**config.mk**
```make
export PLATFORM = sky130hd
export DESIGN_NAME = button_debounce_press_classifier_core
export DESIGN_NICKNAME = d
export VERILOG_FILES = /design/src/design/bdpc_pkg.sv /design/src/design/button_debounce_press_classifier_core.sv
export SDC_FILE = /design/constraint.sdc
export NUM_CORES = 1
export LEC_CHECK = 0
export ABC_AREA = 1
export BUFFER_PORTS_ARGS = -buffer_cell sky130_fd_sc_hd__buf_2
export CORE_ASPECT_RATIO = 1.75
export CORE_UTILIZATION = 45
export DETAILED_ROUTE_END_ITERATION = 16
export PLACE_DENSITY = 0.6
export SLEW_MARGIN = 20
export SYNTH_ARGS = -nofsm -noshare
export SYNTH_HDL_FRONTEND = slang
export SYNTH_SLANG_ARGS = --single-unit
```
**constraint.sdc**
```tcl
create_clock -name clock -period 8.4 [get_ports clock]
set_clock_uncertainty 0.15 [all_clocks]
set_input_delay 0.42 -clock clock [delete_from_list [all_inputs] [get_ports clock]]
set_output_delay 0.42 -clock clock [all_outputs]
set_load 0.01 [all_outputs]
```
**src/design/bdpc_pkg.sv**
```systemverilog
`timescale 1ns / 1ps
// Package for the button debounce and press classifier.
// Holds the register index codes, field widths and register reset values.
// No dependencies.
package bdpc_pkg;

   localparam int unsigned CfgWidth   = 16;
   localparam int unsigned TimeWidth  = 32;
   localparam int unsigned IndexWidth = 2;

   typedef enum logic [IndexWidth-1:0] {
      REG_DEBOUNCE  = 2'd0,
      REG_SHORT_MAX = 2'd1,
      REG_LONG      = 2'd2,
      REG_UNUSED    = 2'd3
   } reg_index_type;

   localparam logic [CfgWidth-1:0] DebounceReset = 16'd15;
   localparam logic [CfgWidth-1:0] ShortMaxReset = 16'd1000;
   localparam logic [CfgWidth-1:0] LongReset     = 16'd3000;

   localparam logic LevelReleased = 1'b1;
   localparam logic LevelPressed  = 1'b0;

endpackage

```
**src/design/button_debounce_press_classifier_core.sv**
```systemverilog
`timescale 1ns / 1ps
// Top level of the button debounce and press classifier.
// Depends on bdpc_pkg for register codes, widths and reset values.
//
// Usage:
// The request channel (req_valid, req_stall) carries one raw active-low pin
// sample with its 32-bit millisecond timestamp per transaction. The response
// channel (rsp_valid, rsp_stall) returns exactly one transaction per request
// with the press, release, short-press and long-press flags and the
// debounced level after that sample.
// A request accepted into the input register is evaluated there against the
// filter state, and its flags are then captured in the response register.
// One request per cycle is sustained while the receiver does not stall; the
// rate is set by the single evaluation stage, whose two 32-bit elapsed-time
// subtractions and their three compares run in parallel.
// When the receiver stalls, the response register holds, the input register
// holds any sample, and req_stall rises when it is full: no request enters.
// The configuration port (csr_valid, csr_ready, csr_index, csr_wdata) is
// always ready; writes take effect from the next evaluated request. Indexes
// beyond the register list are ignored.
// Synchronous reset empties both stages, restores the register defaults
// (15, 1000, 3000 ms) and returns the filter to the released level.
module button_debounce_press_classifier_core
   import bdpc_pkg::*;
(
   input  logic                 clock,
   input  logic                 reset,
   input  logic                 req_valid,
   output logic                 req_stall,
   input  logic                 req_pin_level,
   input  logic [TimeWidth-1:0] req_now_ms,
   output logic                 rsp_valid,
   input  logic                 rsp_stall,
   output logic                 rsp_press_event,
   output logic                 rsp_release_event,
   output logic                 rsp_short_press_event,
   output logic                 rsp_long_press_event,
   output logic                 rsp_stable_level,
   input  logic                 csr_valid,
   output logic                 csr_ready,
   input  logic [IndexWidth-1:0] csr_index,
   input  logic [CfgWidth-1:0]  csr_wdata
);

   logic [CfgWidth-1:0]  debounce_ms_ff, short_max_ms_ff, long_press_ms_ff;

   logic                 s1_valid_ff, s1_valid_in;
   logic                 s1_level_ff;
   logic [TimeWidth-1:0] s1_now_ff;

   logic                 filter_level_ff, filter_level_in;
   logic                 debounce_active_ff, debounce_active_in;
   logic [TimeWidth-1:0] debounce_start_ff, debounce_start_in;
   logic                 accepted_level_ff, accepted_level_in;
   logic [TimeWidth-1:0] press_start_ff, press_start_in;
   logic                 long_armed_ff, long_armed_in;

   logic                 rsp_valid_ff, rsp_valid_in;
   logic                 press_in, release_in, short_in, long_in;
   logic                 press_ff, release_ff, short_ff, long_ff;

   logic                 out_free, req_load, evaluate;
   logic [TimeWidth-1:0] debounce_elapsed, hold_elapsed;
   logic                 level_changed;

   assign csr_ready = 1'b1;
   assign out_free  = !rsp_valid_ff || !rsp_stall;
   assign req_stall = s1_valid_ff && !out_free;
   assign req_load  = req_valid && !req_stall;
   assign evaluate  = s1_valid_ff && out_free;

   assign s1_valid_in  = req_load ? 1'b1 : (out_free ? 1'b0 : s1_valid_ff);
   assign rsp_valid_in = evaluate ? 1'b1 : (out_free ? 1'b0 : rsp_valid_ff);

   // Evaluation of one sample against the filter state.
   always_comb begin
      level_changed      = s1_level_ff != filter_level_ff;
      filter_level_in    = s1_level_ff;
      debounce_active_in = debounce_active_ff || level_changed;
      debounce_start_in  = level_changed ? s1_now_ff : debounce_start_ff;
      debounce_elapsed   = s1_now_ff - debounce_start_in;
      accepted_level_in  = accepted_level_ff;
      if (debounce_active_in &&
          debounce_elapsed >= {{(TimeWidth-CfgWidth){1'b0}}, debounce_ms_ff}) begin
         accepted_level_in  = s1_level_ff;
         debounce_active_in = 1'b0;
      end

      hold_elapsed   = s1_now_ff - press_start_ff;
      press_in       = 1'b0;
      release_in     = 1'b0;
      short_in       = 1'b0;
      long_in        = 1'b0;
      press_start_in = press_start_ff;
      long_armed_in  = long_armed_ff;
      if (accepted_level_in != accepted_level_ff) begin
         if (accepted_level_in == LevelPressed) begin
            press_in       = 1'b1;
            press_start_in = s1_now_ff;
            long_armed_in  = 1'b1;
         end else begin
            release_in    = 1'b1;
            short_in      = hold_elapsed <=
                            {{(TimeWidth-CfgWidth){1'b0}}, short_max_ms_ff};
            long_armed_in = 1'b0;
         end
      end else if (long_armed_ff &&
                   hold_elapsed > {{(TimeWidth-CfgWidth){1'b0}}, long_press_ms_ff}) begin
         long_in       = 1'b1;
         long_armed_in = 1'b0;
      end
   end

   always_ff @(posedge clock) begin
      if (reset) begin
         debounce_ms_ff     <= DebounceReset;
         short_max_ms_ff    <= ShortMaxReset;
         long_press_ms_ff   <= LongReset;
         s1_valid_ff        <= 1'b0;
         rsp_valid_ff       <= 1'b0;
         filter_level_ff    <= LevelReleased;
         debounce_active_ff <= 1'b0;
         debounce_start_ff  <= '0;
         accepted_level_ff  <= LevelReleased;
         press_start_ff     <= '0;
         long_armed_ff      <= 1'b0;
      end else begin
         s1_valid_ff  <= s1_valid_in;
         rsp_valid_ff <= rsp_valid_in;
         if (csr_valid && csr_ready) begin
            case (reg_index_type'(csr_index))
               REG_DEBOUNCE:  debounce_ms_ff   <= csr_wdata;
               REG_SHORT_MAX: short_max_ms_ff  <= csr_wdata;
               REG_LONG:      long_press_ms_ff <= csr_wdata;
               default: ;
            endcase
         end
         if (evaluate) begin
            filter_level_ff    <= filter_level_in;
            debounce_active_ff <= debounce_active_in;
            debounce_start_ff  <= debounce_start_in;
            accepted_level_ff  <= accepted_level_in;
            press_start_ff     <= press_start_in;
            long_armed_ff      <= long_armed_in;
         end
      end
   end

   always_ff @(posedge clock) begin
      if (req_load) begin
         s1_level_ff <= req_pin_level;
         s1_now_ff   <= req_now_ms;
      end
      if (evaluate) begin
         press_ff   <= press_in;
         release_ff <= release_in;
         short_ff   <= short_in;
         long_ff    <= long_in;
      end
   end

   assign rsp_valid             = rsp_valid_ff;
   assign rsp_press_event       = press_ff;
   assign rsp_release_event     = release_ff;
   assign rsp_short_press_event = short_ff;
   assign rsp_long_press_event  = long_ff;
   assign rsp_stable_level      = accepted_level_ff;

endmodule

```
# Yosys cells after proc, flatten, opt, wreduce, memory -nomap -nowiden
# Cells that the tools add are included.
dict set report totals {
  regBits 155
  input_bits 56
  out_inout_bits 8
  wordCells 59
}
dict set report op_classes {
  addsub 2
  order_cmp 3
  eq_ne 4
  muxes 11
  bitwise_logic 1
  n_reduce_logical 21
}
# op count
set op_table {}
lappend op_table {{subtractor 32 bit} 2}
lappend op_table {{greater-or-equal comparator 32 x 16 -> 1 bit} 1}
lappend op_table {{greater-than comparator 32 x 16 -> 1 bit} 1}
lappend op_table {{<= comparator 32 x 16 -> 1 bit} 1}
lappend op_table {{2-to-1 mux 32 bit} 1}
lappend op_table {{2-to-1 mux 1 bit} 10}
lappend op_table {{AND reduction 2 bit} 5}
lappend op_table {{nonzero test 2 bit} 3}
lappend op_table {{logical AND 1 bit} 5}
lappend op_table {{logical NOT 1 bit} 4}
lappend op_table {{AND reduction 3 bit} 1}
lappend op_table {{== test 2 x 1 -> 1 bit, second input constant} 1}
lappend op_table {{== test 2 bit, second input constant} 1}
lappend op_table {{logical NOT 2 bit} 1}
lappend op_table {{logical OR 1 bit} 2}
lappend op_table {{!= test 1 bit} 2}
lappend op_table {{NOT 1 bit} 1}

# Longest topological paths before layout
dict set report logic_depth {
  ltp_word 9
  ltp_mapped 43
  ltp_nobuf 38
}

# Worst setup path after synthesis
# No wires, ideal clock.
dict set report synth_path {
  kind {register to register}
  start {register s1_level_ff (netlist: filter_level_in)}
  end {register long_ff (netlist: rsp_long_press_event) (data pin)}
  setup_ps 266
  arrival_ps 4865
  required_ps 7984
  setup_slack_ps 3120
  stages_incl_launch_ff 41
  path_buffers 5
  synth_period_minus_slack_ps 5280
  cell_sequence {edfxtp_1 inv_1 nand2_2 nand2_4 buf_6 clkbuf_1 clkbuf_1 nand2_1 o21ai_0 ha_1 inv_1 ha_1 inv_1 nand2_1 nand4_1 nand2_1 nand2_1 nand2_1 (+5 left out) a21oi_1 nor2_1 nand2_1 nor2_1 nand2_1 nor2_1 nand2_1 nor2_2 nand2_1 nand2_1 nand2_1 nand2_4 buf_6 inv_2 ha_1 clkinv_1 clkbuf_1 nor2_1}
}
dict set report synth_between {
  elab_chain_cells 7
  elab_cells_between_ends 8
  classes_between {add/sub: 1; order compare: 1; eq/ne: 2; mux: 2; reduce/logical: 2}
}
# item line
set synth_lines {}
lappend synth_lines {{start: declaration} button_debounce_press_classifier_core.sv:48} ;# logic s1_level_ff;
lappend synth_lines {{start signal: assignment} button_debounce_press_classifier_core.sv:151} ;# s1_level_ff <= req_pin_level;
lappend synth_lines {{!= test 1 bit} button_debounce_press_classifier_core.sv:77} ;# level_changed = s1_level_ff != filter_level_ff;
lappend synth_lines {{2-to-1 mux 32 bit} button_debounce_press_classifier_core.sv:80} ;# debounce_start_in = level_changed ? s1_now_ff : debounce_start_ff;
lappend synth_lines {{named net debounce_start_in[0]} button_debounce_press_classifier_core.sv:53} ;# logic [TimeWidth-1:0] debounce_start_ff, debounce_start_in;
lappend synth_lines {{subtractor 32 bit} button_debounce_press_classifier_core.sv:81} ;# debounce_elapsed = s1_now_ff - debounce_start_in;
lappend synth_lines {{greater-or-equal comparator 32 x 16 -> 1 bit} button_debounce_press_classifier_core.sv:84} ;# debounce_elapsed >= {{(TimeWidth-CfgWidth){1'b0}}, debounce_ms_ff}) begin
lappend synth_lines {{logical AND 1 bit} button_debounce_press_classifier_core.sv:83} ;# if (debounce_active_in &&
lappend synth_lines {{2-to-1 mux 1 bit} button_debounce_press_classifier_core.sv:83}
lappend synth_lines {{named net accepted_level_in} button_debounce_press_classifier_core.sv:54} ;# logic accepted_level_ff, accepted_level_in;
lappend synth_lines {{!= test 1 bit} button_debounce_press_classifier_core.sv:96} ;# if (accepted_level_in != accepted_level_ff) begin
lappend synth_lines {{end signal: assignment} button_debounce_press_classifier_core.sv:158} ;# long_ff <= long_in;
lappend synth_lines {{end: declaration} button_debounce_press_classifier_core.sv:60} ;# logic press_ff, release_ff, short_ff, long_ff;
# The timed path passes the listed nets, and every way through them passes these cells.
# A chain may end at the register's enable or synchronous reset.

# Final worst setup path
dict set report layout_path {
  start {register s1_level_ff (netlist: filter_level_in)}
  end {register press_start_ff[26]}
}
dict set report layout_between {
  elab_chain_cells 8
  elab_cells_between_ends 10
  classes_between {add/sub: 1; order compare: 1; eq/ne: 2; mux: 2; bitwise: 1; reduce/logical: 3}
}
# item line
set layout_lines {}
lappend layout_lines {{!= test 1 bit} button_debounce_press_classifier_core.sv:77}
lappend layout_lines {{2-to-1 mux 32 bit} button_debounce_press_classifier_core.sv:80}
lappend layout_lines {{subtractor 32 bit} button_debounce_press_classifier_core.sv:81}
lappend layout_lines {{greater-or-equal comparator 32 x 16 -> 1 bit} button_debounce_press_classifier_core.sv:84}
lappend layout_lines {{logical AND 1 bit} button_debounce_press_classifier_core.sv:83}
lappend layout_lines {{2-to-1 mux 1 bit *} button_debounce_press_classifier_core.sv:83}
lappend layout_lines {{named net accepted_level_in} button_debounce_press_classifier_core.sv:54}
lappend layout_lines {{!= test 1 bit or NOT 1 bit (tied branches)} --}
lappend layout_lines {{AND reduction 3 bit (no line) *} --}
lappend layout_lines {{end signal: assignment} button_debounce_press_classifier_core.sv:143} ;# press_start_ff <= press_start_in;
lappend layout_lines {{end: declaration} button_debounce_press_classifier_core.sv:55} ;# logic [TimeWidth-1:0] press_start_ff, press_start_in;
# The timed path passes the listed nets; every way through them passes the cells marked *.

==> impl_metrics.ini <==
[finish]
finalInstanceArea_mm2 = 0.0131
post_route_cells_drive_above_1_share_pct = 7.25
fin_cells = 2179
final_util_pct = 51.7
n_antenna_cell = 0
area.growth.synth_to_final_pct = 12.1
num-nets-final = 2009

[grt]
grt_start_max_net_pins = 83
global_route_total_overflow = 0
vias_in_the_first_global_route = 11300
antenna_violations_before_repair = 0
grt.total_usage_pct = 29.4
grt_pass1_wl_mm = 58.5

[logic_synthesis]
syn_avg_cell_area_um2 = 6.58
most_used_standard_cell_by_instance_count_after_synthesis = sky130_fd_sc_hd__nand2_1
synth_top_cells_by_area = sky130_fd_sc_hd__dfxtp_1, sky130_fd_sc_hd__nand2_1, sky130_fd_sc_hd__inv_1, sky130_fd_sc_hd__ha_1, sky130_fd_sc_hd__edfxtp_1
synth_largest_area_cell = sky130_fd_sc_hd__dfxtp_1
post_synthesis_cells = 1783
synth_async_sr_flop_share_pct = 0
synth_edf_count = 37
synth.ff_latch_count = 155
post-synth-top-area-fraction_pct = 20.1
synthesis.nets = 1942
yosysWarningCount = 0
synth-seq-area-share_pct = 29.6
ys_dominant_reg_cell = sky130_fd_sc_hd__dfxtp_1
yosys-top-cells-count = sky130_fd_sc_hd__nand2_1, sky130_fd_sc_hd__inv_1, sky130_fd_sc_hd__nor2_1, sky130_fd_sc_hd__a21oi_1, sky130_fd_sc_hd__dfxtp_1
syn-cell-area_mm2 = 0.0117
post_synth_num_cell_types = 42

[setup_path]
worstPathArrival_ns = 6.58
crit_type = reg -> reg
crit_path_max_incr_delay_ns = 0.58
startpoint_type = register
worst_ep_required_time_ns = 8.62
critPathMaxFanout = 81
critical_path.slowest_cell = sky130_fd_sc_hd__nand2_4
worst_path_most_repeated_cell = sky130_fd_sc_hd__nand2_1
endpoint_kind = register

[route]
drt-vias-per-instance = 5.26
dr.pass1.iters = 5
drt.antenna.violating_nets = 0
drt_iter0_drc = 633
postRouteWirelength_mm = 37.4
routed_length_per_placed_instance_um = 17.1
remaining_drc_errors = 0
num_vias = 11500

[place]
place_worst_setup_slack_ns = 2.12
detailed_place_hpwl_mm = 30.0
place_inst = 2119
buffer_ports.inserted = 62
post_dp_cell_area_mm2 = 0.0122
gpl.final_weighted_congestion = 0.928

[sta]
final.period_utilization_pct = 75.8
min_period_ns = 6.37
slew_viol_final = 0
max_freq_mhz = 157
hold_ws_ns = 0.0192
setup-violations-final = 0
final_count_of_hold_timing_violations = 0
setup_slack_ns = 2.03
grt_setup_unrepaired = no
max_slew.worst_pin.slew_ns = 0.835
worst_slew_margin_rel_pct = 44.3
finalSetupTns_ns = 0

[floorplan]
boundaryPins = 64
core-area_mm2 = 0.0254
die_width_um = 124
floorplan.die_area_mm2 = 0.0267
placement_rows = 77
die_h_um = 216
start_util_pct = 46.1

[power_and_ir_drop]
pwr_cell_area_mw_per_mm2 = 189
totalPowerFinal_mw = 2.48
power_leakage_nw = 6.56
vdd_drop_max_v = 0.000145

[clocking]
cts-root-buf = sky130_fd_sc_hd__clkbuf_16
clock_tree.htree_level_count = 4
tritoncts = yes
post_cts.repair.setup_buffers = 0
tritoncts.num_buffers = 17
count_of_instances_resized_after_the_clock_tree_is_built = 0
worst_skew_pair.late_latency_ns = 0.44
clock_sinks = 155
cts-root-to-sink-buffers = 2
clkSlewWorstSetupHoldPaths_ns = 0.06

[outcome]
status = finished clean

[flow_run]
max_cap_viol_count = 0

[hold_path]
hold_class = in -> reg
critical path: cells and delay by family (launching register included):
family | cells | cell delay (ns)
xor gates and xnor gates | 1 | 0.29
DFF | 1 | 0.46
AOI/OAI and AO/OA | 3 | 0.35
adders and majority gates | 3 | 1.01
and+or+nand+nor | 22 | 3.47
buffers and inverters | 6 | 0.56
final timing paths:
kind / start / to / slack (ns) / cells after the start
min reg2reg: short_max_ms_ff[4] / short_max_ms_ff[4] / 0.31 / 2
max reg2reg: filter_level_in / press_start_ff[26] / 2.03 / 35
max: filter_level_in / press_start_ff[26] / 2.03 / 35
min: req_now_ms[11] / s1_now_ff[11] / 0.02 / 1
kinds of logic after synthesis:
kind of cell,synth area share (%)
AOI/OAI and AO/OA,15.1
xor gates and xnor gates,2.91
adders and majority gates,11.1
buffers and inverters,13.4
DFF,29.6
other,0.0320
and+or+nand+nor,27.9
routing by layer:
| layer | GRT usage (%) | vias up | part of all wire (%) |
|---|---|---|---|
| li1 | - | 5888 | - |
| met1 | 29.3 | 5206 | 37 |
| met2 | 54.8 | 266 | 53 |
| met3 | 3.46 | 92 | 3.2 |
| met4 | 19.8 | 0 | 7.0 |
| met5 | 0 | - | 0 |
layout make-up:
class | count | area (µm²)
Clock buffer | 24 | 494
Fill cell | 2654 | 12300
Inverter | 354 | 1330
Sequential cell | 155 | 3470
Timing Repair Buffer | 96 | 636
Clock inverter | 8 | 128
Multi-Input combinational cell | 1226 | 6690
Tap cell | 316 | 395
state kept, by name (all words and copies together) (netlist names):
name,flops
filter_level_ff,1
long_press_ms_ff,16
short_max_ms_ff,16
s1_now_ff,32
debounce_ms_ff,16
filter_level_in,1
debounce_active_ff,1
long_armed_ff,1
rsp_long_press_event,1
rsp_valid,1
rsp_release_event,1
debounce_start_ff,32
rsp_stable_level,1
rsp_short_press_event,1
s1_valid_ff,1
press_start_ff,32
rsp_press_event,1
report_power, final:
part	total, mW	internal (mW)	switching [mW]
Combinational	0.815	0.282	0.533
Sequential	0.840	0.809	0.0308
Clock	0.827	0.505	0.322
Total	2.48	1.60	0.886
timing repair:
item / in CTS / in global routing
setup endpoints to repair: 0 / 0
hold endpoints to repair: 28 / 0
hold buffers: 28 / 0
layout by cell type, fill, tap and decap left out, types with 28 or more instances in the layout:
cell type                       count
sky130_fd_sc_hd__buf_2             62
sky130_fd_sc_hd__inv_1            342
sky130_fd_sc_hd__dlygate4sd3_1     28
sky130_fd_sc_hd__nand3_1           72
sky130_fd_sc_hd__nand4_1           56
sky130_fd_sc_hd__ha_1             102
sky130_fd_sc_hd__o211ai_1          38
sky130_fd_sc_hd__nand2_1          416
sky130_fd_sc_hd__dfxtp_1          118
sky130_fd_sc_hd__a21oi_1          143
sky130_fd_sc_hd__o21ai_0          103
sky130_fd_sc_hd__nor2_1           165
sky130_fd_sc_hd__edfxtp_1          37
(Power assumes the default switching activity.)
